[config.mk]
export PLATFORM = sky130hd
export DESIGN_NAME = battery_soc_estimator_core_flat
export DESIGN_NICKNAME = d
export VERILOG_FILES = /design/src/rtl/core/bse_pkg.sv /design/src/rtl/core/bse_ifs.sv /design/src/rtl/core/battery_soc_estimator_core.sv /design/src/rtl/core/bse_div.sv /design/src/flat_wrapper.sv
export SDC_FILE = /design/constraint.sdc
export NUM_CORES = 2
export LEC_CHECK = 0
export ABC_AREA = 1
export BUFFER_PORTS_ARGS = -buffer_cell sky130_fd_sc_hd__buf_2
export CORE_MARGIN = 2
export CORE_UTILIZATION = 55
export CTS_CLUSTER_DIAMETER = 100
export DETAILED_ROUTE_END_ITERATION = 16
export HOLD_SLACK_MARGIN = 0.08
export PLACE_DENSITY = 0.81
export SYNTH_ARGS = -nofsm -noshare
export SYNTH_HDL_FRONTEND = slang
export SYNTH_HIERARCHICAL = 1
export SYNTH_SLANG_ARGS = --single-unit
[constraint.sdc]
create_clock -name clk -period 17 [get_ports clk]
set_input_delay 0.85 -clock clk [delete_from_list [all_inputs] [get_ports clk]]
set_output_delay 0.85 -clock clk [all_outputs]
set_load 0.05 [all_outputs]
[src/rtl/core/bse_pkg.sv]
// Shared types, widths, curve tables and codes for the battery state-of-charge estimator.
package bse_pkg;

	// Number of points on the open-circuit-voltage curve.
	localparam int TABLE_ENTRIES = 30;
	localparam int IDX_W = $clog2(TABLE_ENTRIES);

	// Field and register widths.
	localparam int MV_W = 18;
	localparam int CUR_W = 20;
	localparam int MS_W = 16;
	localparam int SOC_W = 17;
	localparam int SER_W = 6;
	localparam int PAR_W = 7;
	localparam int CAP_W = 16;
	localparam int CFG_IDX_W = 2;
	localparam int CFG_DATA_W = 16;

	// Internal arithmetic widths.
	localparam int UV_W = 22;          // per-cell curve point in microvolts
	localparam int K_W = 8;            // curve charge in 199ths
	localparam int V_W = 28;           // pack voltage and scaled points in microvolts
	localparam int CF_W = 33;          // Q32 charge fraction, 0 .. 2^32
	localparam int QUO_W = 32;         // divider quotient bits
	localparam int NUM_W = 36;         // largest dividend
	localparam int DEN_W = 45;         // largest divisor
	localparam int MA_W = 28;          // multiplier operand A
	localparam int MB_W = 22;          // multiplier operand B
	localparam int MP_W = MA_W + MB_W; // multiplier product

	localparam logic [K_W-1:0] SOC_DENOM = K_W'(199);
	localparam logic [MB_W-1:0] MS_PER_HOUR = MB_W'(3600000);
	localparam logic [CF_W-1:0] FULL_Q32 = {1'b1, {QUO_W{1'b0}}};

	// Register indexes on the configuration port.
	localparam logic [CFG_IDX_W-1:0] CFG_SERIES = 2'd0;
	localparam logic [CFG_IDX_W-1:0] CFG_PARALLEL = 2'd1;
	localparam logic [CFG_IDX_W-1:0] CFG_CAPACITY = 2'd2;

	// Input item kinds.
	localparam logic KIND_SEED = 1'b0;
	localparam logic KIND_COUNT = 1'b1;

	typedef logic [UV_W-1:0] uv_arr_t [TABLE_ENTRIES];
	typedef logic [K_W-1:0] k_arr_t [TABLE_ENTRIES];

	// Per-cell curve voltages in microvolts, rising strictly.
	localparam uv_arr_t CURVE_UV = '{
		22'd2704850, 22'd2807212, 22'd2884967, 22'd3000871, 22'd3081506,
		22'd3142881, 22'd3189041, 22'd3281106, 22'd3328019, 22'd3372405,
		22'd3424980, 22'd3497581, 22'd3555074, 22'd3597183, 22'd3661999,
		22'd3688721, 22'd3724416, 22'd3782435, 22'd3844352, 22'd3872892,
		22'd3933508, 22'd3962875, 22'd4034165, 22'd4058545, 22'd4071094,
		22'd4090083, 22'd4104695, 22'd4121874, 22'd4151565, 22'd4187750
	};

	// State of charge at each curve point, in units of 1/199.
	localparam k_arr_t CURVE_K = '{
		8'd0, 8'd1, 8'd2, 8'd4, 8'd6, 8'd8, 8'd10, 8'd15, 8'd18, 8'd22,
		8'd28, 8'd43, 8'd52, 8'd62, 8'd82, 8'd89, 8'd97, 8'd109, 8'd120, 8'd126,
		8'd142, 8'd148, 8'd160, 8'd165, 8'd169, 8'd182, 8'd188, 8'd192, 8'd196, 8'd199
	};

endpackage

[src/rtl/core/bse_ifs.sv]
// Handshake channel interfaces for the input item and the result of the estimator.
interface bse_item_if;
	logic valid;
	logic ready;
	logic kind;
	logic [17:0] pack_voltage_mv;
	logic signed [19:0] current_ma;
	logic [15:0] elapsed_ms;

	modport source (output valid, output kind, output pack_voltage_mv, output current_ma,
		output elapsed_ms, input ready);
	modport sink (input valid, input kind, input pack_voltage_mv, input current_ma,
		input elapsed_ms, output ready);
endinterface

interface bse_result_if;
	logic valid;
	logic ready;
	logic [16:0] soc_q16;

	modport source (output valid, output soc_q16, input ready);
	modport sink (input valid, input soc_q16, output ready);
endinterface

[src/rtl/core/battery_soc_estimator_core.sv]
// Top level of the battery state-of-charge estimator: sequencer, shared multiplier and state.
//
// The block tracks the pack state of charge as a Q32 fraction and returns it in Q16 after every
// input beat. A seed beat (kind 0) sets the charge from a rested pack voltage on a 30-point
// open-circuit-voltage curve scaled by the series cell count; below the curve it gives 0 and at
// or above the last point it gives full. A count beat (kind 1) removes current times elapsed
// time, or adds it for negative current, as a fraction of cell capacity times parallel cells,
// and saturates to 0..1. The block works on one beat at a time and holds item.ready low
// meanwhile. A seed beat checks the first and last curve points, stopping there below the
// curve or at or above its last point, then runs four or five binary search steps, scales
// the segment ends, forms the interpolation terms and divides. A count beat forms its step
// and divisor, divides unless one step drains or fills the pack outright, and applies the
// step. The work runs on the bit-serial divider and the one shared multiplier. The result
// register lets a new beat enter while the previous result still waits on result.ready.
// Configuration writes are taken at any edge with cfg_we high and must land while idle; a
// register written as zero acts as one.
module battery_soc_estimator_core (
	input  logic                          clk,
	input  logic                          arst_n,
	input  logic                          cfg_we,
	input  logic [bse_pkg::CFG_IDX_W-1:0] cfg_index,
	input  logic [bse_pkg::CFG_DATA_W-1:0] cfg_wdata,
	bse_item_if.sink                      item,
	bse_result_if.source                  result
);
	import bse_pkg::*;

	// Sequencer states.
	localparam logic [3:0] ST_IDLE  = 4'd0;
	localparam logic [3:0] ST_LOW   = 4'd1;
	localparam logic [3:0] ST_HIGH  = 4'd2;
	localparam logic [3:0] ST_SRCH  = 4'd3;
	localparam logic [3:0] ST_X1    = 4'd4;
	localparam logic [3:0] ST_X2    = 4'd5;
	localparam logic [3:0] ST_DEN   = 4'd6;
	localparam logic [3:0] ST_NUM1  = 4'd7;
	localparam logic [3:0] ST_NUM2  = 4'd8;
	localparam logic [3:0] ST_C1    = 4'd9;
	localparam logic [3:0] ST_C2    = 4'd10;
	localparam logic [3:0] ST_C3    = 4'd11;
	localparam logic [3:0] ST_GO    = 4'd12;
	localparam logic [3:0] ST_DIV   = 4'd13;
	localparam logic [3:0] ST_APPLY = 4'd14;
	localparam logic [3:0] ST_FIN   = 4'd15;

	localparam logic [IDX_W-1:0] LAST_IDX = IDX_W'(TABLE_ENTRIES - 1);

	// Configuration registers.
	logic [SER_W-1:0] series_q;
	logic [PAR_W-1:0] parallel_q;
	logic [CAP_W-1:0] capacity_q;
	logic [SER_W-1:0] ser_eff;
	logic [PAR_W-1:0] par_eff;
	logic [CAP_W-1:0] cap_eff;

	// Sequencer and working registers.
	logic [3:0]       state_q;
	logic [CF_W-1:0]  cf_q;
	logic             kind_q;
	logic [V_W-1:0]   v_q;
	logic             neg_q;
	logic [CUR_W-1:0] mag_q;
	logic [MS_W-1:0]  ms_q;
	logic [IDX_W-1:0] lo_q;
	logic [IDX_W-1:0] hi_q;
	logic [V_W-1:0]   x1_q;
	logic [V_W-1:0]   vx_q;
	logic [V_W-1:0]   dx_q;
	logic [NUM_W-1:0] num_q;
	logic [DEN_W-1:0] den_q;
	logic [CF_W-1:0]  delta_q;
	logic             out_valid_q;
	logic [SOC_W-1:0] out_soc_q;

	// Shared multiplier.
	logic [MA_W-1:0] mul_a;
	logic [MB_W-1:0] mul_b;
	logic [MP_W-1:0] prod;
	logic [V_W-1:0]  pt;

	// Search helpers.
	logic [IDX_W:0]   mid_sum;
	logic [IDX_W-1:0] mid;
	logic [IDX_W-1:0] lo_p1;
	logic [IDX_W-1:0] lo_n;
	logic [IDX_W-1:0] hi_n;
	logic             pt_le_v;

	// Intake helpers.
	logic [V_W-1:0]   v_in;
	logic [CUR_W-1:0] cur_in;
	logic             accept;
	logic             load_out;

	// Charge update.
	logic [CF_W:0]   sum_up;

	// Divider link.
	logic             div_start;
	logic             div_done;
	logic [QUO_W-1:0] div_quo;

	assign ser_eff = (series_q == '0) ? SER_W'(1) : series_q;
	assign par_eff = (parallel_q == '0) ? PAR_W'(1) : parallel_q;
	assign cap_eff = (capacity_q == '0) ? CAP_W'(1) : capacity_q;

	assign accept = item.valid && item.ready;
	assign item.ready = (state_q == ST_IDLE);
	assign load_out = (state_q == ST_FIN) && (!out_valid_q || result.ready);

	// Millivolts to microvolts as a shift-and-subtract: 1000 = 1024 - 16 - 8.
	assign v_in = {item.pack_voltage_mv, 10'b0} - V_W'({item.pack_voltage_mv, 4'b0})
		- V_W'({item.pack_voltage_mv, 3'b0});
	assign cur_in = item.current_ma;

	assign mid_sum = {1'b0, lo_q} + {1'b0, hi_q};
	assign mid = mid_sum[IDX_W:1];
	assign lo_p1 = lo_q + IDX_W'(1);

	// Operand selection for the one multiplier, by sequencer step.
	always_comb begin
		mul_a = '0;
		mul_b = '0;
		case (state_q)
			ST_LOW: begin
				mul_a = MA_W'(CURVE_UV[0]);
				mul_b = MB_W'(ser_eff);
			end
			ST_HIGH: begin
				mul_a = MA_W'(CURVE_UV[LAST_IDX]);
				mul_b = MB_W'(ser_eff);
			end
			ST_SRCH: begin
				mul_a = MA_W'(CURVE_UV[mid]);
				mul_b = MB_W'(ser_eff);
			end
			ST_X1: begin
				mul_a = MA_W'(CURVE_UV[lo_q]);
				mul_b = MB_W'(ser_eff);
			end
			ST_X2: begin
				mul_a = MA_W'(CURVE_UV[lo_p1]);
				mul_b = MB_W'(ser_eff);
			end
			ST_DEN: begin
				mul_a = MA_W'(dx_q);
				mul_b = MB_W'(SOC_DENOM);
			end
			ST_NUM1: begin
				mul_a = MA_W'(dx_q);
				mul_b = MB_W'(CURVE_K[lo_q]);
			end
			ST_NUM2: begin
				mul_a = MA_W'(vx_q);
				mul_b = MB_W'(K_W'(CURVE_K[lo_p1] - CURVE_K[lo_q]));
			end
			ST_C1: begin
				mul_a = MA_W'(mag_q);
				mul_b = MB_W'(ms_q);
			end
			ST_C2: begin
				mul_a = MA_W'(cap_eff);
				mul_b = MB_W'(par_eff);
			end
			ST_C3: begin
				mul_a = den_q[MA_W-1:0];
				mul_b = MS_PER_HOUR;
			end
			default: begin
				mul_a = '0;
				mul_b = '0;
			end
		endcase
	end

	assign prod = MP_W'(mul_a) * MP_W'(mul_b);
	// A scaled curve point always fits the voltage width.
	assign pt = prod[V_W-1:0];
	assign pt_le_v = (pt <= v_q);

	// One binary search step keeps point(lo) <= v < point(hi).
	always_comb begin
		lo_n = lo_q;
		hi_n = hi_q;
		if (pt_le_v) begin
			lo_n = mid;
		end else begin
			hi_n = mid;
		end
	end

	assign sum_up = {1'b0, cf_q} + {1'b0, delta_q};
	assign div_start = (state_q == ST_GO);

	always_ff @(posedge clk or negedge arst_n) begin
		if (!arst_n) begin
			series_q <= SER_W'(1);
			parallel_q <= PAR_W'(1);
			capacity_q <= CAP_W'(1);
		end else if (cfg_we) begin
			case (cfg_index)
				CFG_SERIES:   series_q <= cfg_wdata[SER_W-1:0];
				CFG_PARALLEL: parallel_q <= cfg_wdata[PAR_W-1:0];
				CFG_CAPACITY: capacity_q <= cfg_wdata[CAP_W-1:0];
				default: ;
			endcase
		end
	end

	// Sequencer and the charge state.
	always_ff @(posedge clk or negedge arst_n) begin
		if (!arst_n) begin
			state_q <= ST_IDLE;
			cf_q <= '0;
			out_valid_q <= 1'b0;
		end else begin
			if (load_out) begin
				out_valid_q <= 1'b1;
			end else if (result.ready) begin
				out_valid_q <= 1'b0;
			end
			case (state_q)
				ST_IDLE: begin
					if (accept) begin
						state_q <= (item.kind == KIND_SEED) ? ST_LOW : ST_C1;
					end
				end
				ST_LOW: begin
					if (!pt_le_v) begin
						cf_q <= '0;
						state_q <= ST_FIN;
					end else begin
						state_q <= ST_HIGH;
					end
				end
				ST_HIGH: begin
					if (pt_le_v) begin
						cf_q <= FULL_Q32;
						state_q <= ST_FIN;
					end else begin
						state_q <= (TABLE_ENTRIES > 2) ? ST_SRCH : ST_X1;
					end
				end
				ST_SRCH: begin
					if (lo_n + IDX_W'(1) == hi_n) begin
						state_q <= ST_X1;
					end
				end
				ST_X1:   state_q <= ST_X2;
				ST_X2:   state_q <= ST_DEN;
				ST_DEN:  state_q <= ST_NUM1;
				ST_NUM1: state_q <= ST_NUM2;
				ST_NUM2: state_q <= ST_GO;
				ST_C1:   state_q <= ST_C2;
				ST_C2:   state_q <= ST_C3;
				ST_C3: begin
					// A step of a full pack or more skips the divider.
					if ({{(MP_W-NUM_W){1'b0}}, num_q} >= prod) begin
						state_q <= ST_APPLY;
					end else begin
						state_q <= ST_GO;
					end
				end
				ST_GO: state_q <= ST_DIV;
				ST_DIV: begin
					if (div_done) begin
						if (kind_q == KIND_SEED) begin
							cf_q <= {1'b0, div_quo};
							state_q <= ST_FIN;
						end else begin
							state_q <= ST_APPLY;
						end
					end
				end
				ST_APPLY: begin
					if (neg_q) begin
						cf_q <= (sum_up > {1'b0, FULL_Q32}) ? FULL_Q32 : sum_up[CF_W-1:0];
					end else begin
						cf_q <= (delta_q >= cf_q) ? '0 : CF_W'(cf_q - delta_q);
					end
					state_q <= ST_FIN;
				end
				ST_FIN: begin
					if (load_out) begin
						state_q <= ST_IDLE;
					end
				end
				default: state_q <= ST_IDLE;
			endcase
		end
	end

	// Working registers carry no reset.
	always_ff @(posedge clk) begin
		case (state_q)
			ST_IDLE: begin
				if (accept) begin
					kind_q <= item.kind;
					v_q <= v_in;
					neg_q <= cur_in[CUR_W-1];
					mag_q <= cur_in[CUR_W-1] ? CUR_W'(~cur_in + CUR_W'(1)) : cur_in;
					ms_q <= item.elapsed_ms;
				end
			end
			ST_HIGH: begin
				lo_q <= '0;
				hi_q <= LAST_IDX;
			end
			ST_SRCH: begin
				lo_q <= lo_n;
				hi_q <= hi_n;
			end
			ST_X1: begin
				x1_q <= pt;
				vx_q <= v_q - pt;
			end
			ST_X2:   dx_q <= pt - x1_q;
			ST_DEN:  den_q <= prod[DEN_W-1:0];
			ST_NUM1: num_q <= prod[NUM_W-1:0];
			ST_NUM2: num_q <= num_q + prod[NUM_W-1:0];
			ST_C1:   num_q <= prod[NUM_W-1:0];
			ST_C2:   den_q <= prod[DEN_W-1:0];
			ST_C3: begin
				den_q <= prod[DEN_W-1:0];
				delta_q <= FULL_Q32;
			end
			ST_DIV: begin
				if (div_done) begin
					delta_q <= {1'b0, div_quo};
				end
			end
			ST_FIN: begin
				if (load_out) begin
					out_soc_q <= cf_q[CF_W-1:CF_W-SOC_W];
				end
			end
			default: ;
		endcase
	end

	bse_div u_div (
		.clk    (clk),
		.arst_n (arst_n),
		.start  (div_start),
		.num    (DEN_W'(num_q)),
		.den    (den_q),
		.done   (div_done),
		.quo    (div_quo)
	);

	assign result.valid = out_valid_q;
	assign result.soc_q16 = out_soc_q;

endmodule

[src/rtl/core/bse_div.sv]
// Restoring divider giving floor(num * 2^32 / den) one quotient bit per cycle, for num < den.
module bse_div (
	input  logic                      clk,
	input  logic                      arst_n,
	input  logic                      start,
	input  logic [bse_pkg::DEN_W-1:0] num,
	input  logic [bse_pkg::DEN_W-1:0] den,
	output logic                      done,
	output logic [bse_pkg::QUO_W-1:0] quo
);
	import bse_pkg::*;

	localparam int CNT_W = $clog2(QUO_W + 1);

	logic [CNT_W-1:0] cnt_q;
	logic             done_q;
	logic [DEN_W-1:0] rem_q;
	logic [DEN_W-1:0] den_q;
	logic [QUO_W-1:0] quo_q;
	logic [DEN_W:0]   rem_sh;
	logic             take;

	// The remainder stays below the divisor, so its doubled value fits one extra bit.
	assign rem_sh = {rem_q, 1'b0};
	assign take = rem_sh >= {1'b0, den_q};

	always_ff @(posedge clk or negedge arst_n) begin
		if (!arst_n) begin
			cnt_q <= '0;
			done_q <= 1'b0;
		end else begin
			done_q <= 1'b0;
			if (start) begin
				cnt_q <= CNT_W'(QUO_W);
			end else if (cnt_q != '0) begin
				cnt_q <= cnt_q - CNT_W'(1);
				if (cnt_q == CNT_W'(1)) begin
					done_q <= 1'b1;
				end
			end
		end
	end

	always_ff @(posedge clk) begin
		if (start) begin
			rem_q <= num;
			den_q <= den;
			quo_q <= '0;
		end else if (cnt_q != '0) begin
			if (take) begin
				rem_q <= DEN_W'(rem_sh - {1'b0, den_q});
			end else begin
				rem_q <= rem_sh[DEN_W-1:0];
			end
			quo_q <= {quo_q[QUO_W-2:0], take};
		end
	end

	assign done = done_q;
	assign quo = quo_q;

endmodule

[src/flat_wrapper.sv]
// flat-port wrapper written by rule: the top's interface ports become plain ports
module battery_soc_estimator_core_flat import bse_pkg::*;
  (clk, arst_n, cfg_we, cfg_index, cfg_wdata, item_valid, item_kind, item_pack_voltage_mv, item_current_ma, item_elapsed_ms, item_ready, result_valid, result_soc_q16, result_ready);
  bse_item_if item_i ();
  bse_result_if result_i ();
  input  logic clk;
  input  logic arst_n;
  input  logic cfg_we;
  input  logic [bse_pkg::CFG_IDX_W-1:0] cfg_index;
  input  logic [bse_pkg::CFG_DATA_W-1:0] cfg_wdata;
  input wire logic [$bits(item_i.valid)-1:0] item_valid;
  input wire logic [$bits(item_i.kind)-1:0] item_kind;
  input wire logic [$bits(item_i.pack_voltage_mv)-1:0] item_pack_voltage_mv;
  input wire logic [$bits(item_i.current_ma)-1:0] item_current_ma;
  input wire logic [$bits(item_i.elapsed_ms)-1:0] item_elapsed_ms;
  output wire logic [$bits(item_i.ready)-1:0] item_ready;
  output wire logic [$bits(result_i.valid)-1:0] result_valid;
  output wire logic [$bits(result_i.soc_q16)-1:0] result_soc_q16;
  input wire logic [$bits(result_i.ready)-1:0] result_ready;
  assign item_i.valid = item_valid;
  assign item_i.kind = item_kind;
  assign item_i.pack_voltage_mv = item_pack_voltage_mv;
  assign item_i.current_ma = item_current_ma;
  assign item_i.elapsed_ms = item_elapsed_ms;
  assign item_ready = item_i.ready;
  assign result_valid = result_i.valid;
  assign result_soc_q16 = result_i.soc_q16;
  assign result_i.ready = result_ready;
  battery_soc_estimator_core u_core (.clk(clk), .arst_n(arst_n), .cfg_we(cfg_we), .cfg_index(cfg_index), .cfg_wdata(cfg_wdata), .item(item_i), .result(result_i));
endmodule
# Word-level counts from Yosys, hierarchy flattened
# Memories as Yosys holds them, arrays and structs flattened.
# Index checks and enable logic that the tools add are counted.
# word_totals
mem_count	5
mem_bits_ro	2624
ff_bits	487
# classes
mux	51
n_eq_ne	26
order_cmp	8
addsub	14
n_reduce_logical	28
bitwise	4
mul	1
# mem_list
name	depth	width	rd	rd_clocked_by_memory_dff	write_ports	line_no	rtl
(name not given)	32	22	1	0	0	battery_soc_estimator_core.sv:134	mul_a = MA_W'(CURVE_UV[mid]);
(name not given)	32	22	1	0	0	battery_soc_estimator_core.sv:138	mul_a = MA_W'(CURVE_UV[lo_q]);
(name not given)	32	22	1	0	0	battery_soc_estimator_core.sv:142	mul_a = MA_W'(CURVE_UV[lo_p1]);
(name not given)	32	8	1	0	0	battery_soc_estimator_core.sv:151	mul_b = MB_W'(CURVE_K[lo_q]);
(name not given)	32	8	1	0	0	battery_soc_estimator_core.sv:155	mul_b = MB_W'(K_W'(CURVE_K[lo_p1] - CURVE_K[lo_q]));
# ops
op	count
$pmux 28 s10	1
$mux 33	8
$pmux 22 s7	1
$mux 22	6
$pmux 33 s4	1
$mux 36	2
$pmux 36 s2	1
$pmux 33 s2	1
$pmux 4 s16	1
$sub 28x28->28	2
$ge 36x50->1	1
$mul 28x22->50	1
$ge 46x45->1	1
$mux 45	1
$sub 45x45->45	1
$add 36x36->36	1
$add 33x33->34	1
$gt 34x33->1 const B	1
$ge 33x33->1	1
$sub 33x33->33	1
$eq 4x4->1 const B	8
$mux 8	4
$le 28x28->1	1
$mux 4	7
44 further kinds	78

# Logic depth before layout (Yosys ltp)
# logic_depth
ltp_word	14
ltp_mapped	75

# Cells and area by module
# The synthesis kept the hierarchy.
# by_module_without_submodules
mod	n_inst	area_per_inst_um2	cells_per_inst	seq_area_each_um2
battery_soc_estimator_core	1	48903.2	6499	10298.6
bse_div	1	9305.2	1350	3518.4

# Worst setup path after synthesis
# No wires, ideal clock.
# synth_timing
path_kind	reg2reg
from	reg u_core.lo_q[2]
to	reg u_core.state_q[1]
synth_period_minus_slack_ns	11.869
path_buffers	5
setup_ns	0.120
slack_ns	5.131
path_stages_with_launch	70
arrival_ns	11.748
path_cell_list	edfxtp_1 -> inv_1 -> clkbuf_1 -> ha_1 -> buf_2 -> clkbuf_1 -> nand2_1 -> inv_1 -> nor2_1 -> nor2_1 -> inv_1 -> o211ai_1 -> o21ai_0 -> ha_1 -> inv_1 -> fa_1 -> nand2_1 -> nand2_1 -> [34 not listed] -> nor3_2 -> nand2_1 -> nor2_2 -> nor3_4 -> nand2_2 -> buf_6 -> nand2_1 -> nand2_1 -> ha_1 -> nand3b_1 -> nand2_1 -> nand2_1 -> nor2_1 -> nand3_1 -> nand2_2 -> nand2_2 -> nand2_1 -> nand2_1
# synth_via
elab_chain_cells	14
# synth_rtl
item	line_no	rtl
start, declared	battery_soc_estimator_core.sv:64	logic [IDX_W-1:0] lo_q;
start signal, assigned	battery_soc_estimator_core.sv:310	lo_q <= lo_n;
$add 5x1->5	battery_soc_estimator_core.sv:118	assign lo_p1 = lo_q + IDX_W'(1);
$not 5->6 (not written as such)	battery_soc_estimator_core.sv:142, battery_soc_estimator_core.sv:155	
$mem_v2 32x8	--	
$mux 8 (not written as such) (2 in series)	battery_soc_estimator_core.sv:155	
$sub 8x8->8	battery_soc_estimator_core.sv:155	
$pmux 22 s7	battery_soc_estimator_core.sv:124	case (state_q)
$mul 28x22->50 (*)	battery_soc_estimator_core.sv:176	assign prod = MP_W'(mul_a) * MP_W'(mul_b);
named net u_core.prod[26]	battery_soc_estimator_core.sv:78	logic [MP_W-1:0] prod;
$le 28x28->1 (*)	battery_soc_estimator_core.sv:179	assign pt_le_v = (pt <= v_q);
$mux 5 (*)	battery_soc_estimator_core.sv:185	if (pt_le_v) begin
named net u_core.lo_n[1]	battery_soc_estimator_core.sv:85	logic [IDX_W-1:0] lo_n;
$add 5x1->5 (*)	battery_soc_estimator_core.sv:245	if (lo_n + IDX_W'(1) == hi_n) begin
$eq 5x5->1 (*)	battery_soc_estimator_core.sv:245	
$ne 2x1->1 (no line) (*)	--	
$reduce_and 4->1 (no line) (*)	--	
end signal, assigned	battery_soc_estimator_core.sv:225	state_q <= (item.kind == KIND_SEED) ? ST_LOW : ST_C1;
end signal, assigned	battery_soc_estimator_core.sv:241	state_q <= (TABLE_ENTRIES > 2) ? ST_SRCH : ST_X1;
end, declared	battery_soc_estimator_core.sv:57	logic [3:0] state_q;
# The timed path passes the listed nets; every way through them passes the cells marked *. The select of a mux whose other input is x is not followed.
# A chain may end at the register's enable or synchronous reset.

# Final worst setup path
# layout_timing
from	reg u_core.lo_q[2]
to	reg u_core.state_q[3]
# Same word-level chain as after synthesis.

==> impl_metrics.csv <==
group,metric,value,unit
run_status,run_status,"finished clean",
detailed_routing,postRouteWirelength,207,mm
floorplanning,die_w,329,um
grt,grt_pass1_vias,52400,
floorplanning,row_count,119,
detailed_routing,post-route-drc-count,0,
grt,grt.overflow.total,0,
sta,setup_viol_count_final,0,
final_layout,areaGrowthSynthToFinish,6.70,%
grt,grt_pass1_wl,312,mm
setup_path,critical-path-max-stage-delay,0.83,ns
floorplanning,initial_utilization,55.4,%
clock_network,cts_root_buffer,"sky130_fd_sc_hd__clkbuf_16",
detailed_routing,vias,54100,
clock_network,clock_slew_at_reported_path_ffs,0.06,ns
logic_synthesis,synth.largest_area_cell,"sky130_fd_sc_hd__edfxtp_1",
logic_synthesis,post_synth_inst_count,7849,
setup_path,worstPathRequired,17.59,ns
place,post_dp_cell_area,0.0602,sq mm
sta,max_freq,0.0706,GHz
hold_path,min_path_cells,1,
setup_path,worst_r2r_endpoint,"u_core/state_q[3]",
logic_synthesis,synth_seq_area_share,23.7,%
sta,slew-limit-headroom,10.4,%
floorplanning,pin_count,97,
logic_synthesis,yosys.cell_count.top_type,"sky130_fd_sc_hd__nand2_1",
grt,gr-usage-all-layers,38.0,%
clock_network,clock_tree.htree_level_count,2,
setup_path,crit_path_start_kind,"register",
hold_path,min_from,"item_elapsed_ms[1]",
final_layout,nNetsFinal,8960,
sta,worst_clock_skew,0.0637,ns
sta,tightest_pin_transition,1.34,ns
grt,grt_max_degree,69,
sta,final.period_utilization,83.4,%
place,io_buffers,96,
grt,antenna_found_initial,8,
place,detailedPlace.worstSlack,3.30,ns
logic_synthesis,synthDominantCellAreaShare,19.4,%
setup_path,worst_r2r_startpoint,"u_core/lo_q[2]",
sta,hold_violations,0,
logic_synthesis,yosys_warnings,6,
logic_synthesis,dominantRegCellSynth,"sky130_fd_sc_hd__edfxtp_1",
logic_synthesis,postSynthAreaPerCell,7.42,sq um
clock_network,cts_buffer_depth,3,
detailed_routing,dr.first_iter.drc_count,6550,
hold_path,hold_path.class,"in -> reg",
clock_network,tritoncts_clock_tree,"built",
clock_network,clk_latency,0.72,ns
setup_path,timing.critical_path.fanout_max,35,
logic_synthesis,post_synth_num_cell_types,73,
logic_synthesis,synth_async_sr_flop_share,15.3,%
setup_path,critical_path.slowest_cell,"sky130_fd_sc_hd__inv_1",
setup_path,critical_path.most_common_cell,"sky130_fd_sc_hd__nand2_1",
sta,final_critical_path_setup_slack,2.83,ns
logic_synthesis,synth_enable_flop_cells,377,
final_layout,design_area,0.0621,sq mm
setup_path,worstPathArrival,14.76,ns
floorplanning,dieHeight,329,um
setup_path,criticalPathCategory,"reg -> reg",
logic_synthesis,synthTopCellsByArea,"sky130_fd_sc_hd__edfxtp_1, sky130_fd_sc_hd__fa_1, sky130_fd_sc_hd__nand2_1",
logic_synthesis,ys_top_cells_by_count,"sky130_fd_sc_hd__nand2_1, sky130_fd_sc_hd__inv_1, sky130_fd_sc_hd__nor2_1, sky130_fd_sc_hd__ha_1, sky130_fd_sc_hd__fa_1",
place,finalWeightedCongestion,1.06,
final_layout,layout-drive-gt1-share,4.64,%
final_layout,fill_cells,9733,
floorplanning,die_area,0.108,sq mm
clock_network,post_cts.repair.setup_buffers,0,
setup_path,reg2regPathDepth,52,
run,timing.max_cap.violations,0,
hold_path,hold_path_end,"u_core/ms_q[1]",
setup_path,end_kind,"register",
floorplanning,fp.coreArea,0.105,sq mm
sta,setup_repair_after_global_routing_missed_its_margin,"no",
logic_synthesis,ys_seq_elements,483,
setup_path,reg2reg_slack,2.83,ns
detailed_routing,viasPerCell,5.79,
place,detailed_place_hpwl,168,mm
clock_network,cts_num_sinks,483,
final_layout,final_core_util,59.1,%
sta,final-max-slew-violation-count,0,
logic_synthesis,mappedNetlistArea,0.0582,sq mm
detailed_routing,routed_wire_length_per_instance,22.2,um
sta,post-route-min-period,14.17,ns
sta,setup_tns,0,ns
detailed_routing,first_pass_iters,6,
detailed_routing,ant_nets,0,
clock_network,cts_made_buffers,57,
## layout make-up
cell class              count  area, sq um  area share, %
diodes                      3         7.51         0.0121
clock buffers              77         1540           2.48
clock inverters            29          390          0.629
inverters                1640         6160           9.91
multi-input cells        5550        37400           60.3
flip-flops and latches    483        13800           22.2
well taps                1391         1740           2.80
repair buffers            166         1010           1.63
## repair_timing
action,CTS,global route
hold endpoints to repair,23,0
resized for setup,0,0
hold buffers,1,0
setup endpoints to repair,0,0
## registers in the layout, indices dropped and copies added, names as in the netlist, 4 cells and up
name                   flops
u_core/v_q                25
u_core/ms_q               16
u_core/dx_q               28
u_core/den_q              45
u_core/result.soc_q16     17
u_core/num_q              36
u_core/mag_q              20
u_core/hi_q                5
u_core/parallel_q          7
u_core/u_div/quo          32
u_core/capacity_q         16
u_core/u_div/rem_q        45
u_core/series_q            6
u_core/vx_q               27
u_core/x1_q               28
u_core/delta_q            33
u_core/lo_q                5
u_core/u_div/den_q        45
u_core/cf_q               33
u_core/state_q             4
u_core/u_div/cnt_q         6
## stage by stage
stage               hold slack (ns)  std cells
CTS                           0.282       9336
global placement              0.401       9229
floorplan                     0.400       7872
finish                        0.317       9339
global route                  0.309       9336
detailed placement            0.414       9229
## logic make-up after synthesis
| family | share of synthesized area (%) |
|---|---|
| buffers and inverters | 12.2 |
| AOI/OAI and AO/OA | 10.5 |
| xor gates and xnor gates | 2.90 |
| and+or+nand+nor | 23.2 |
| other | 0.0129 |
| muxes | 0.116 |
| adders and majority gates | 27.3 |
| DFF | 23.7 |
## worst max-delay path by stage
stage | startpoint | depth (start not counted) | to | slack (ns)
after global placement | u_core/lo_q[2] | 55 | u_core/state_q[1] | 3.39
after floorplan | u_core/lo_q[2] | 69 | u_core/state_q[1] | 5.13
after detailed placement | u_core/lo_q[0] | 66 | u_core/state_q[3] | 3.30
after global routing | u_core/lo_q[0] | 64 | u_core/state_q[3] | 2.25
after CTS | u_core/lo_q[0] | 66 | u_core/state_q[3] | 3.27
final | u_core/lo_q[2] | 52 | u_core/state_q[3] | 2.83
## worst max-delay path, delay by kind of cell, from the launching register on
kind / cells / cell delay, ns
xor gates and xnor gates: 1 / 0.60
AOI/OAI and AO/OA: 7 / 1.61
adders and majority gates: 11 / 4.98
DFF: 1 / 0.34
and+or+nand+nor: 25 / 4.37
buffers and inverters: 8 / 2.10
## per-layer routing
layer  GRT usage [%]  wire (um)
met1            52.6      84900
met2            56.6      87400
met3            9.11      24100
met4            17.0      10900
met5               0         58
## layout by cell type, fill, tap and decap left out, drive strengths merged, types with 31 or more instances in the layout
master and count:
a21oi 395, a31oi 40, buf 165, clkbuf 77
clkinv 33, dfrtp 71, dfxtp 32, edfxtp 377
fa 478, ha 506, inv 1627, nand2 1979
nand3 351, nand3b 47, nand4 50, nor2 719
nor3 82, o21ai 351, o21bai 31, o22ai 52
xnor2 61, xor2 132
Power is left out: the tool's default activity adds up to more than one toggle a clock period on the data nets, which glitch-free logic cannot reach.
